$ cat src/rtl/core/ole_pkg.sv
// ----------------------------------------------------------------------------
// ole_pkg: shared types and constants of the ordered list engine
// Request kinds, result status codes, the operation code broadcast to the
// storage cells and the controller state type.
// ----------------------------------------------------------------------------
`timescale 1ns / 1ps
`default_nettype none

package ole_pkg;

  // Default number of list entries.
  localparam int DEPTH_DEF = 128;

  // Field widths of the stream payloads.
  localparam int KIND_W   = 3;
  localparam int POS_W    = 8;
  localparam int VALUE_W  = 32;
  localparam int STATUS_W = 2;
  localparam int FOUND_W  = 7;
  localparam int COUNT_W  = 8;

  // Request kinds carried in in_tuser.
  typedef enum logic [KIND_W-1:0] {
    KIND_INSERT = 3'd0,
    KIND_DELETE = 3'd1,
    KIND_READ   = 3'd2,
    KIND_UPDATE = 3'd3,
    KIND_SEARCH = 3'd4
  } req_kind_t;

  // Result status codes carried in out_tuser.
  typedef enum logic [STATUS_W-1:0] {
    STAT_OK        = 2'd0,
    STAT_FULL      = 2'd1,
    STAT_RANGE     = 2'd2,
    STAT_NOT_FOUND = 2'd3
  } status_t;

  // Operation broadcast to every cell of the storage row.
  typedef enum logic [2:0] {
    CELL_HOLD   = 3'd0,
    CELL_INSERT = 3'd1,
    CELL_DELETE = 3'd2,
    CELL_UPDATE = 3'd3,
    CELL_ROTATE = 3'd4
  } cell_op_t;

  // Controller states.
  typedef enum logic [1:0] {
    ST_IDLE   = 2'd0,
    ST_SCAN   = 2'd1,
    ST_RESULT = 2'd2
  } ctrl_state_t;

endpackage

`default_nettype wire

$ cat src/rtl/core/ole_cell.sv
// ----------------------------------------------------------------------------
// ole_cell: one storage cell of the ordered list row
// Holds one list entry and, on the broadcast operation, keeps it, loads the
// request value, or takes the entry of its left or right neighbor.
// ----------------------------------------------------------------------------
`timescale 1ns / 1ps
`default_nettype none

module ole_cell #(
  parameter int IDX_W = 7,
  parameter int IDX   = 0
) (
  input  wire logic                                clk,
  input  wire ole_pkg::cell_op_t                   op,
  input  wire logic [IDX_W-1:0]                    pos,
  input  wire logic signed [ole_pkg::VALUE_W-1:0]  item_value,
  input  wire logic signed [ole_pkg::VALUE_W-1:0]  left_val,
  input  wire logic signed [ole_pkg::VALUE_W-1:0]  right_val,
  output      logic signed [ole_pkg::VALUE_W-1:0]  val_q
);

  localparam logic [IDX_W-1:0] MY_IDX = IDX_W'(IDX);

  logic signed [ole_pkg::VALUE_W-1:0] val_r;
  logic signed [ole_pkg::VALUE_W-1:0] val_nxt;

  // Select the next entry from the operation and this cell's place in the row.
  always_comb begin
    val_nxt = val_r;
    case (op)
      ole_pkg::CELL_INSERT: begin
        if (MY_IDX == pos) begin
          val_nxt = item_value;
        end else if (MY_IDX > pos) begin
          val_nxt = left_val;
        end
      end
      ole_pkg::CELL_DELETE: begin
        if (MY_IDX >= pos) begin
          val_nxt = right_val;
        end
      end
      ole_pkg::CELL_UPDATE: begin
        if (MY_IDX == pos) begin
          val_nxt = item_value;
        end
      end
      ole_pkg::CELL_ROTATE: begin
        val_nxt = right_val;
      end
      default: begin
        val_nxt = val_r;
      end
    endcase
  end

  // Entry storage; its contents are undefined until written.
  always_ff @(posedge clk) begin
    val_r <= val_nxt;
  end

  assign val_q = val_r;

endmodule

`default_nettype wire

$ cat config.mk
export PLATFORM = sky130hd
export DESIGN_NAME = ole_cell
export DESIGN_NICKNAME = d
export VERILOG_FILES = /design/src/rtl/core/ole_pkg.sv /design/src/rtl/core/ole_cell.sv
export SDC_FILE = /design/constraint.sdc
export NUM_CORES = 1
export LEC_CHECK = 0
export ABC_AREA = 1
export ABC_CLOCK_PERIOD_IN_PS = 4500
export BUFFER_PORTS_ARGS = -buffer_cell sky130_fd_sc_hd__buf_2
export CAP_MARGIN = 20
export CORE_ASPECT_RATIO = 1.1
export CORE_MARGIN = 5
export CORE_UTILIZATION = 40
export CTS_CLUSTER_DIAMETER = 40
export DETAILED_ROUTE_END_ITERATION = 12
export GPL_TIMING_DRIVEN = 0
export PLACE_DENSITY = 0.86
export SLEW_MARGIN = 20
export SYNTH_ARGS = -nofsm -noshare
export SYNTH_HDL_FRONTEND = slang
export SYNTH_SLANG_ARGS = --single-unit
$ cat constraint.sdc
create_clock -name clk -period 4.5 [get_ports clk]
set_input_delay 0.675 -clock clk [delete_from_list [all_inputs] [get_ports clk]]
set_output_delay 0.675 -clock clk [all_outputs]
set_load 0.05 [all_outputs]
==> key figures, run 1 <==
Critical path
  – Worst Path Max Fanout: 16
  – Slowest-stage cell, CP: o31ai_4
  – Crit path required time: 4.48 ns
  – Max stage delay on crit path: 0.44 ns
  – CP Class: in -> reg
  – Worst Path Buf+Inv: 3
  – Worst Path Arrival: 2.01 ns
  – Crit path cell chain: buf_2 > nor2_1 > nand2_1 > clkbuf_1 > o31ai_4 > buf_6
  – CP endpoint kind: register
  – CP Launch Type: primary input
  – Crit path from: pos[4]
  – Top Family by Delay on Critical Path: buffers and inverters

Die
  – Core area: 5465 µm²
  – Die width: 82.08 µm
  – Rows: 28
  – Die Area: 7329 µm²
  – Io pins: 139
  – Die H: 89.29 µm
  – Initial core utilization: 0.4183

STA
  – Hold Violations, Final: 0
  – FMAX: 492.4 MHz
  – RSZ-0062 raised after global routing: false
  – Setup violators final: 0
  – Final Max Tran Viols: 0
  – Period utilisation layout: 0.4513
  – Worst rel slew slack: 0.6747
  – Slew at the pin closest to its max-slew limit: 0.4880 ns
  – Crit path time final: 2.031 ns
  – Setup ws final: 2.469 ns

Pwr
  – Max rail drop VDD: 0.1347 mV
  – Pleak: 0.001732 µW
  – PwrDens: 249.5 nW/µm²

Final layout
  – Max FFs per register: 32
  – FILL cells: 536
  – Layout Area Growth over Synthesis: 39.68%
  – Reg area: 960.9 µm²
  – Multi-input logic area: 967.2 µm²
  – Final std cells w/o fill: 555
  – Commonest non-fill, non-tap cells in the layout: 150 x buf_2, 70 x inv_1, 64 x nand3_1, 39 x nand2_1, 37 x nor2_1
  – Share of cells above drive strength 1: 0.3458
  – Layout Nets: 586
  – Commonest non-fill, non-tap cell in the layout: buf_2
  – Antenna cells: 0

Placed design
  – Dpl ws: 2.178 ns
  – IO buf count: 138
  – Gpl congestion: 0.8339
  – Post-DP HPWL: 5747 µm
  – Placed cell count: 547

Clocking
  – Max clock buf depth: 2
  – CTS clk-pin slew, worst paths: 0.07 ns
  – Htree depth: 2
  – Num CTS Buffers: 5
  – Setup Buffers After CTS: 0
  – CTS Hold Bufs: 0
  – TritonCTS clock tree: done
  – Root buf cell: clkbuf_8
  – Post-CTS resize count: 0
  – Clock Sinks: 32

Global route
  – First-pass GRT wire length: 11840 µm
  – Total track usage: 0.2076
  – Number of global-route vias before repair: 2778
  – Total gr overflow: 0
  – Largest net degree at the start of global routing: 17
  – Initial antenna violation count: 0

Detailed routing
  – DR iter-0 viols: 190
  – Vias: 2739
  – Number of detailed-route iterations in the first pass: 5
  – Routed vias/inst: 4.935
  – Final wirelength: 7582 µm
  – Drt drc: 0
  – Antenna viol nets, final: 0
  – WL per Instance: 13.66 µm

Logic synthesis
  – Syn Nets: 439
  – Synth cell types: 14
  – Yosys warns: 0
  – Sequential element share of the synthesized area: 0.4204
  – Mapped Area: 2286 µm²
  – Seq cells post-synth: 32
  – Area share of the largest cell type after synthesis: 0.4204
  – Syn avg cell area: 6.885 µm²
  – Top cells by area, synth: edfxtp_1 42%, nand3_1 14%, inv_1 11%, o21ai_0 7.2%, a21oi_1 7.0%
  – Cells after Synth: 332
  – Cell taking the most area after synthesis: edfxtp_1

Outcome
  – Outcome: finished clean

Worst hold path
  – Hold crit path type: in -> reg
  – Worst min-delay path startpoint: right_val[10]

Flow run
  – Max cap viols: 0
## through the flow
| stage | power, µW | hold WS (ns) | area (µm²) | setup TNS (ns) | util |
|---|---|---|---|---|---|
| 3_3_place_gp | 583.2 | 0.9593 | 3070 | -30.84 | 0.5618 |
| 6_report | 796.7 | 0.6842 | 3193 | 0 | 0.5842 |
| 4_1_cts | 799.3 | 0.6726 | 3193 | 0 | 0.5842 |
| 3_5_place_dp | 590.0 | 0.9614 | 3110 | 0 | 0.5691 |
| 2_1_floorplan | 503.2 | 0.8726 | 2286 | 0 | - |
| 5_1_grt | 837.2 | 0.6754 | 3193 | 0 | 0.5842 |
## synth_stat cells
cell type / n
nand2_1: 39
a21oi_1: 32
buf_4: 3
inv_1: 70
buf_2: 12
o31ai_1: 1
a21oi_2: 1
inv_2: 1
edfxtp_1: 32
o21ai_0: 33
nand3_1: 64
clkbuf_1: 6
nor2_1: 37
nor2_2: 1
## kinds of logic after synthesis
kind of cell / Yosys count / synth area share
and+or+nand+nor: 141 / 0.2677
buffers and inverters: 92 / 0.1626
AOI/OAI and AO/OA: 67 / 0.1494
DFF: 32 / 0.4204
## power by group
group	internal (µW)	switching, µW
Clock	105	107
Combinational	78.5	151
Sequential	351	4.07
## area by class of cell
cell class              count  share of cell area
flip-flops and latches     32              0.3009
well taps                  75             0.02939
repair buffers            140              0.2245
clock buffers               5             0.02155
clock inverters             3            0.004310
plain buffers              21             0.03292
inverters                  71             0.08346
multi-input cells         208              0.3029
## tightest hold or removal path: stages
cell,delay (ns)
buf_2,0.07
a21oi_1,0.05
nand2_1,0.05
## final timing paths
check / endpoint / slack (ns) / cells after the start
worst max-delay path: val_q[6]$_DFFE_PP_ / 2.47 / 6
worst min-delay path: val_q[10]$_DFFE_PP_ / 0.68 / 3
## routing by layer
layer / global-route usage / part of all wire / routed length [µm] / vias up
met2: 0.4034 / 0.53 / 3989 / 124
met1: 0.2252 / 0.38 / 2884 / 1243
li1: - / - / - / 1364
met4: 0.06193 / 0.0098 / 74 / 0
met5: 0 / 0 / 0 / -
met3: 0.03730 / 0.083 / 633 / 8
No activity file was read; power rests on OpenSTA's default activity.
==> run 2, diff against run 1 <==
ABC_AREA = 0   (was 1)
ABC_CLOCK_PERIOD_IN_PS = 1900   (was 4500)
PLACE_DENSITY = 0.85   (was 0.86)
clock period = 1.9 ns   (was 4.5 ns; I/O delays follow)
==> key figures, run 2 <==
Die
  – Rows: 29 (was 28)
  – Core area: 5769 µm² (was 5465 µm²)
  – Initial core utilization: 0.4125 (was 0.4183)
  – Die H: 90.90 µm (was 89.29 µm)
  – Die Area: 7594 µm² (was 7329 µm²)
  – Die width: 83.55 µm (was 82.08 µm)
  – Io pins: 139 (unchanged)

Critical path
  – CP Class: in -> reg (unchanged)
  – Crit path cell chain: buf_2 > nor4_2 > nand2_2 > buf_6 > nor3_1 > or2_4 (was buf_2 > nor2_1 > nand2_1 > clkbuf_1 > o31ai_4 > buf_6)
  – CP endpoint kind: register (unchanged)
  – Slowest-stage cell, CP: or2_4 (was o31ai_4)
  – CP Launch Type: primary input (unchanged)
  – Max stage delay on crit path: 0.44 ns (about the same)
  – Crit path required time: 1.83 ns (was 4.48 ns)
  – Worst Path Buf+Inv: 2 (was 3)
  – Top Family by Delay on Critical Path: simple AND/OR/NAND/NOR gates (was buffers and inverters)
  – Worst Path Arrival: 1.68 ns (was 2.01 ns)
  – Worst Path Max Fanout: 32 (was 16)

Global route
  – Largest net degree at the start of global routing: 33 (was 17)
  – Total gr overflow: 0 (unchanged)
  – Initial antenna violation count: 0 (unchanged)
  – Total track usage: 0.1678 (was 0.2076)
  – First-pass GRT wire length: 10310 µm (was 11840 µm)
  – Number of global-route vias before repair: 2247 (was 2778)

Detailed routing
  – Drt drc: 0 (unchanged)
  – DR iter-0 viols: 54 (was 190)
  – WL per Instance: 15.56 µm (was 13.66 µm)
  – Antenna viol nets, final: 0 (unchanged)
  – Number of detailed-route iterations in the first pass: 4 (was 5)
  – Routed vias/inst: 5.081 (was 4.935)
  – Final wirelength: 6365 µm (was 7582 µm)
  – Vias: 2078 (was 2739)

Logic synthesis
  – Syn Nets: 294 (was 439)
  – Mapped Area: 2380 µm² (was 2286 µm²)
  – Cells after Synth: 187 (was 332)
  – Seq cells post-synth: 32 (unchanged)
  – Count leader, synth: mux2i_1 (was inv_1)
  – Yosys warns: 0 (unchanged)
  – Area share of the largest cell type after synthesis: 0.4038 (was 0.4204)
  – Most instantiated cells after synthesis: 64 x mux2i_1, 32 x edfxtp_1, 32 x nand2_1 (was 70 x inv_1, 64 x nand3_1, 39 x nand2_1)
  – Top cells by area, synth: edfxtp_1 40%, mux2i_1 27%, o221ai_2 19%, nand2_1 5.0%, buf_6 2.8% (was edfxtp_1 42%, nand3_1 14%, inv_1 11%, o21ai_0 7.2%, a21oi_1 7.0%)
  – Asr flop ratio synth: 0 (unchanged)
  – Post-synth EDFFs: 32 (unchanged)
  – Cell taking the most area after synthesis: edfxtp_1 (unchanged)
  – Ys flop type: edfxtp_1 (unchanged)
  – Sequential element share of the synthesized area: 0.4038 (was 0.4204)
  – Syn avg cell area: 12.73 µm² (was 6.885 µm²)
  – Synth cell types: 17 (was 14)

Clocking
  – Max clock buf depth: 2 (unchanged)
  – Clock Sinks: 32 (unchanged)
  – CTS Hold Bufs: 0 (unchanged)
  – Post-CTS resize count: 1 (was 0)
  – TritonCTS clock tree: done (unchanged)
  – Setup Buffers After CTS: 0 (unchanged)
  – Num CTS Buffers: 5 (unchanged)
  – CTS clk-pin slew, worst paths: 0.07 ns (about the same)
  – Root buf cell: clkbuf_8 (unchanged)
  – Htree depth: 2 (unchanged)

Outcome
  – Outcome: finished clean (unchanged)

STA
  – FMAX: 571.7 MHz
  – Worst rel slew slack: 0.5235 (was 0.6747)
  – Setup violators final: 0 (unchanged)
  – Hold Violations, Final: 0 (unchanged)
  – Worst hold margin: 0.2940 ns (was 0.6842 ns)
  – Slew at the pin closest to its max-slew limit: 0.7148 ns (was 0.4880 ns)
  – RSZ-0062 raised after global routing: false (unchanged)
  – Crit path time final: 1.749 ns
  – Period utilisation layout: 0.9206
  – Final Max Tran Viols: 0 (unchanged)

Final layout
  – FILL cells: 502 (was 536)
  – Commonest non-fill, non-tap cell in the layout: buf_2 (unchanged)
  – Multi-input logic area: 1296 µm² (was 967.2 µm²)
  – Layout Area Growth over Synthesis: 36.44% (was 39.68%)
  – Max FFs per register: 32 (unchanged)
  – Commonest non-fill, non-tap cells in the layout: 144 x buf_2, 64 x mux2i_1, 32 x nand2_1, 32 x edfxtp_1, 30 x o221ai_2 (was 150 x buf_2, 70 x inv_1, 64 x nand3_1, 39 x nand2_1, 37 x nor2_1)
  – Reg area: 960.9 µm² (unchanged)
  – Layout Nets: 438 (was 586)
  – Share of cells above drive strength 1: 0.5783 (was 0.3458)
  – Antenna cells: 0 (unchanged)

Pwr
  – Reported net switching power: 608.7 µW (was 261.7 µW)
  – PwrDens: 593.4 nW/µm² (was 249.5 nW/µm²)
  – Sw frac: 0.3160 (was 0.3285)
  – Clock network power share: 0.259 (was 0.266)
  – Overall power: 1927 µW (was 796.7 µW)
  – Comb pwr share: 0.303 (was 0.288)
  – Pleak: 0.001590 µW (was 0.001732 µW)
  – Max rail drop VDD: 0.3117 mV (was 0.1347 mV)
  – Pint: 1318 µW (was 535.0 µW)
  – Register share of total power: 0.437 (was 0.446)

Placed design
  – Gpl congestion: 0.7556 (was 0.8339)
  – Post-DP HPWL: 4973 µm (was 5747 µm)
  – IO buf count: 137 (was 138)

Flow run
  – Max cap viols: 0 (unchanged)

Worst hold path
  – Hold crit path type: in -> reg (unchanged)
## run 2: changes by cell type in the layout (fill, tap and decap cells not counted), moves of 7 or more
cell	delta
o21ai_0	-33
nand3_1	-64
nor2_1	-36
mux2i_1	+64
nand2_1	-7
o221ai_2	+30
inv_1	-70
a21oi_1	-32
## run 2: kinds of logic (layout without fill, tap and decap cells)
kind of cell	after synthesis	in the layout	synth area share
compound gates	32	32	0.1966
simple gates	41	41	0.07782
flops	32	32	0.4038
buf+inv	18	163	0.05257
mux	64	64	0.2692
## run 2: area by class of cell
cell class | instances | area share
timing repair buffer | 137 | 0.2112
buffer | 18 | 0.03854
clock buffer | 5 | 0.02119
clock inverter | 3 | 0.004239
sequential | 32 | 0.2960
multi-input combinational | 137 | 0.3992
tap | 77 | 0.02967
## run 2: final timing paths
kind	start	to	depth (start not counted)
hold / removal	right_val[23]	val_q[23]$_DFFE_PP_	3
setup / recovery	pos[3]	val_q[21]$_DFFE_PP_	6
## run 2: stage by stage
stage	setup slack (ns)	TNS (ns)	utilization	instance area (µm²)	std cells
global route	0.02933	0	0.5628	3247	409
finish	0.1508	0	0.5628	3247	409
floorplan	0.03883	0	-	2380	187
detailed placement	-0.3949	-12.61	0.5480	3162	401
global placement	-0.3465	-11.06	0.5480	3162	401
CTS	0.1194	0	0.5628	3247	409
## run 2: power groups by stage
stage               Combinational (µW)  Sequential, µW  Clock, µW
global placement                   576             857          0
finish                             585             842        500
CTS                                590             843        515
detailed placement                 589             858          0
global route                       634             846        541
floorplan                          250             995          0
## run 2: routing by layer
metal / share of wire / track usage / routed length (µm) / vias to the layer above
met2: 0.53 / 0.3048 / 3347 / 72
li1: - / - / - / 1032
met4: 0.015 / 0.04960 / 97 / 0
met5: 0 / 0 / 0 / -
met3: 0.080 / 0.05292 / 511 / 8
met1: 0.38 / 0.1866 / 2408 / 966
==> run 3, diff against run 2 <==
CORE_ASPECT_RATIO = not set   (was 1.1)
==> key figures, run 3 (synthesis gave the netlist of run 2 again) <==
Outcome
  – Outcome: finished clean (unchanged)

STA
  – Worst rel slew slack: 0.4806 (was 0.5235)
  – Crit path time final: 1.743 ns (was 1.749 ns)
  – FMAX: 573.7 MHz (was 571.7 MHz)
  – Hold Violations, Final: 0 (unchanged)
  – Slew at the pin closest to its max-slew limit: 0.7791 ns (was 0.7148 ns)
  – Final Max Tran Viols: 0 (unchanged)
  – RSZ-0062 raised after global routing: false (unchanged)
  – Setup violators final: 0 (unchanged)
  – Worst hold margin: 0.2963 ns (was 0.2940 ns)
  – Period utilisation layout: 0.9175 (was 0.9206)

Flow run
  – Max cap viols: 0 (unchanged)

Detailed routing
  – Number of detailed-route iterations in the first pass: 4 (unchanged)
  – WL per Instance: 16.60 µm (was 15.56 µm)
  – Drt drc: 0 (unchanged)
  – DR iter-0 viols: 63 (was 54)
  – Vias: 2113 (was 2078)
  – Antenna viol nets, final: 0 (unchanged)
  – Final wirelength: 6758 µm (was 6365 µm)
  – Routed vias/inst: 5.192 (was 5.081)

Critical path
  – Crit path from: pos[3] (unchanged)
  – Crit path required time: 1.83 ns (about the same)
  – Worst setup path endpoint: val_q[3]$_DFFE_PP_ (was val_q[21]$_DFFE_PP_)
  – Worst Path Arrival: 1.67 ns (was 1.68 ns)
  – CP Launch Type: primary input (unchanged)
  – CP Class: in -> reg (unchanged)
  – Worst Path Max Fanout: 32 (unchanged)
  – CP endpoint kind: register (unchanged)

Clocking
  – Htree depth: 2 (unchanged)
  – Root buf cell: clkbuf_8 (unchanged)
  – Clock Sinks: 32 (unchanged)
  – CTS Hold Bufs: 0 (unchanged)
  – Num CTS Buffers: 5 (unchanged)
  – Max clock buf depth: 2 (unchanged)
  – CTS clk-pin slew, worst paths: 0.07 ns (about the same)
  – TritonCTS clock tree: done (unchanged)

Final layout
  – Share of cells above drive strength 1: 0.5783 (unchanged)
  – Layout Area Growth over Synthesis: 36.33% (was 36.44%)
  – Antenna cells: 0 (unchanged)
  – Final instance area: 3244 µm² (was 3247 µm²)
  – Commonest non-fill, non-tap cells in the layout: 144 x buf_2, 64 x mux2i_1, 32 x nand2_1, 32 x edfxtp_1, 30 x o221ai_2 (unchanged)
  – FILL cells: 532 (was 502)
  – Max FFs per register: 32 (unchanged)
  – Final std cells w/o fill: 407 (was 409)
  – Layout Nets: 438 (unchanged)
  – Commonest non-fill, non-tap cell in the layout: buf_2 (unchanged)

Die
  – Core area: 5851 µm² (was 5769 µm²)
  – Io pins: 139 (unchanged)
  – Die width: 87.13 µm (was 83.55 µm)
  – Die H: 87.13 µm (was 90.90 µm)
  – Rows: 28 (was 29)
  – Initial core utilization: 0.4068 (was 0.4125)
  – Die Area: 7592 µm² (was 7594 µm²)

Placed design
  – DP Area: 3159 µm² (was 3162 µm²)
  – Post-DP HPWL: 5273 µm (was 4973 µm)
  – Gpl congestion: 0.8024 (was 0.7556)
  – IO buf count: 137 (unchanged)
  – Placed cell count: 399 (was 401)

Worst hold path
  – Hold crit path type: in -> reg (unchanged)

Pwr
  – Pleak: 0.001590 µW (unchanged)
  – Max rail drop VDD: 0.3488 mV (was 0.3117 mV)
  – PwrDens: 599.7 nW/µm² (was 593.4 nW/µm²)

Global route
  – Initial antenna violation count: 0 (unchanged)
  – Largest net degree at the start of global routing: 33 (unchanged)
  – First-pass GRT wire length: 10520 µm (was 10310 µm)
  – Number of global-route vias before repair: 2294 (was 2247)
  – Total gr overflow: 0 (unchanged)
  – Total track usage: 0.1776 (was 0.1678)
[run 3: cell counts in the layout (fill, tap and decap cells not counted)]
No cell type changed its count.
[run 3: final cells by class]
class	instances	area, µm²	share of cell area
multi-input combinational	137	1296	0.3995
sequential	32	960.9	0.2962
timing repair buffer	137	685.7	0.2113
buffer	18	125.1	0.03857
tap	75	93.84	0.02892
clock buffer	5	68.82	0.02121
clock inverter	3	13.76	0.004242
[run 3: metrics by stage]
| stage | total power (µW) | util | TNS, ns | setup WS, ns |
|---|---|---|---|---|
| finish | 1946 | 0.5545 | 0 | 0.1568 |
| global route | 2031 | 0.5545 | 0 | 0.04372 |
| CTS | 1959 | 0.5545 | 0 | 0.1285 |
| detailed placement | 1451 | 0.5400 | -12.32 | -0.3865 |
| global placement | 1432 | 0.5400 | -10.42 | -0.3270 |
| floorplan | 1244 | - | 0 | 0.03883 |
[run 3: worst min path at each step]
stage                             start                  end  slack, ns  cells past startpoint
after floorplan           right_val[20]  val_q[20]$_DFFE_PP_       0.48                      2
after CTS                 right_val[18]  val_q[18]$_DFFE_PP_       0.29                      3
final                     right_val[28]  val_q[28]$_DFFE_PP_       0.30                      3
after global placement    right_val[14]  val_q[14]$_DFFE_PP_       0.58                      3
after detailed placement  right_val[18]  val_q[18]$_DFFE_PP_       0.58                      3
after global routing      right_val[11]  val_q[11]$_DFFE_PP_       0.30                      3
[run 3: metal layers]
| metal | track usage | wire (µm) | vias up |
|---|---|---|---|
| met2 | 0.3333 | 3626 | 81 |
| met5 | 0 | 0 | - |
| met4 | 0.04881 | 70 | 0 |
| met3 | 0.04163 | 535 | 4 |
| li1 | - | - | 1041 |
| met1 | 0.1989 | 2526 | 987 |
[run 3: timing repair]
action	CTS	global route
setup endpoints to repair	32	0
setup buffers	0	0
resized for setup	1	0
[run 3: worst max-delay path, stage by stage]
cell     delay, ns
buf_2         0.10
nor4_2        0.28
nand2_2       0.20
buf_6         0.21
nor3_1        0.14
or2_4         0.45
[run 3: power breakdown]
| group | internal, µW | switching [µW] | total [µW] |
|---|---|---|---|
| clock | 249 | 265 | 514 |
| sequential | 832 | 8.76 | 841 |
| combinational | 237 | 354 | 591 |
| total | 1320 | 628 | 1950 |
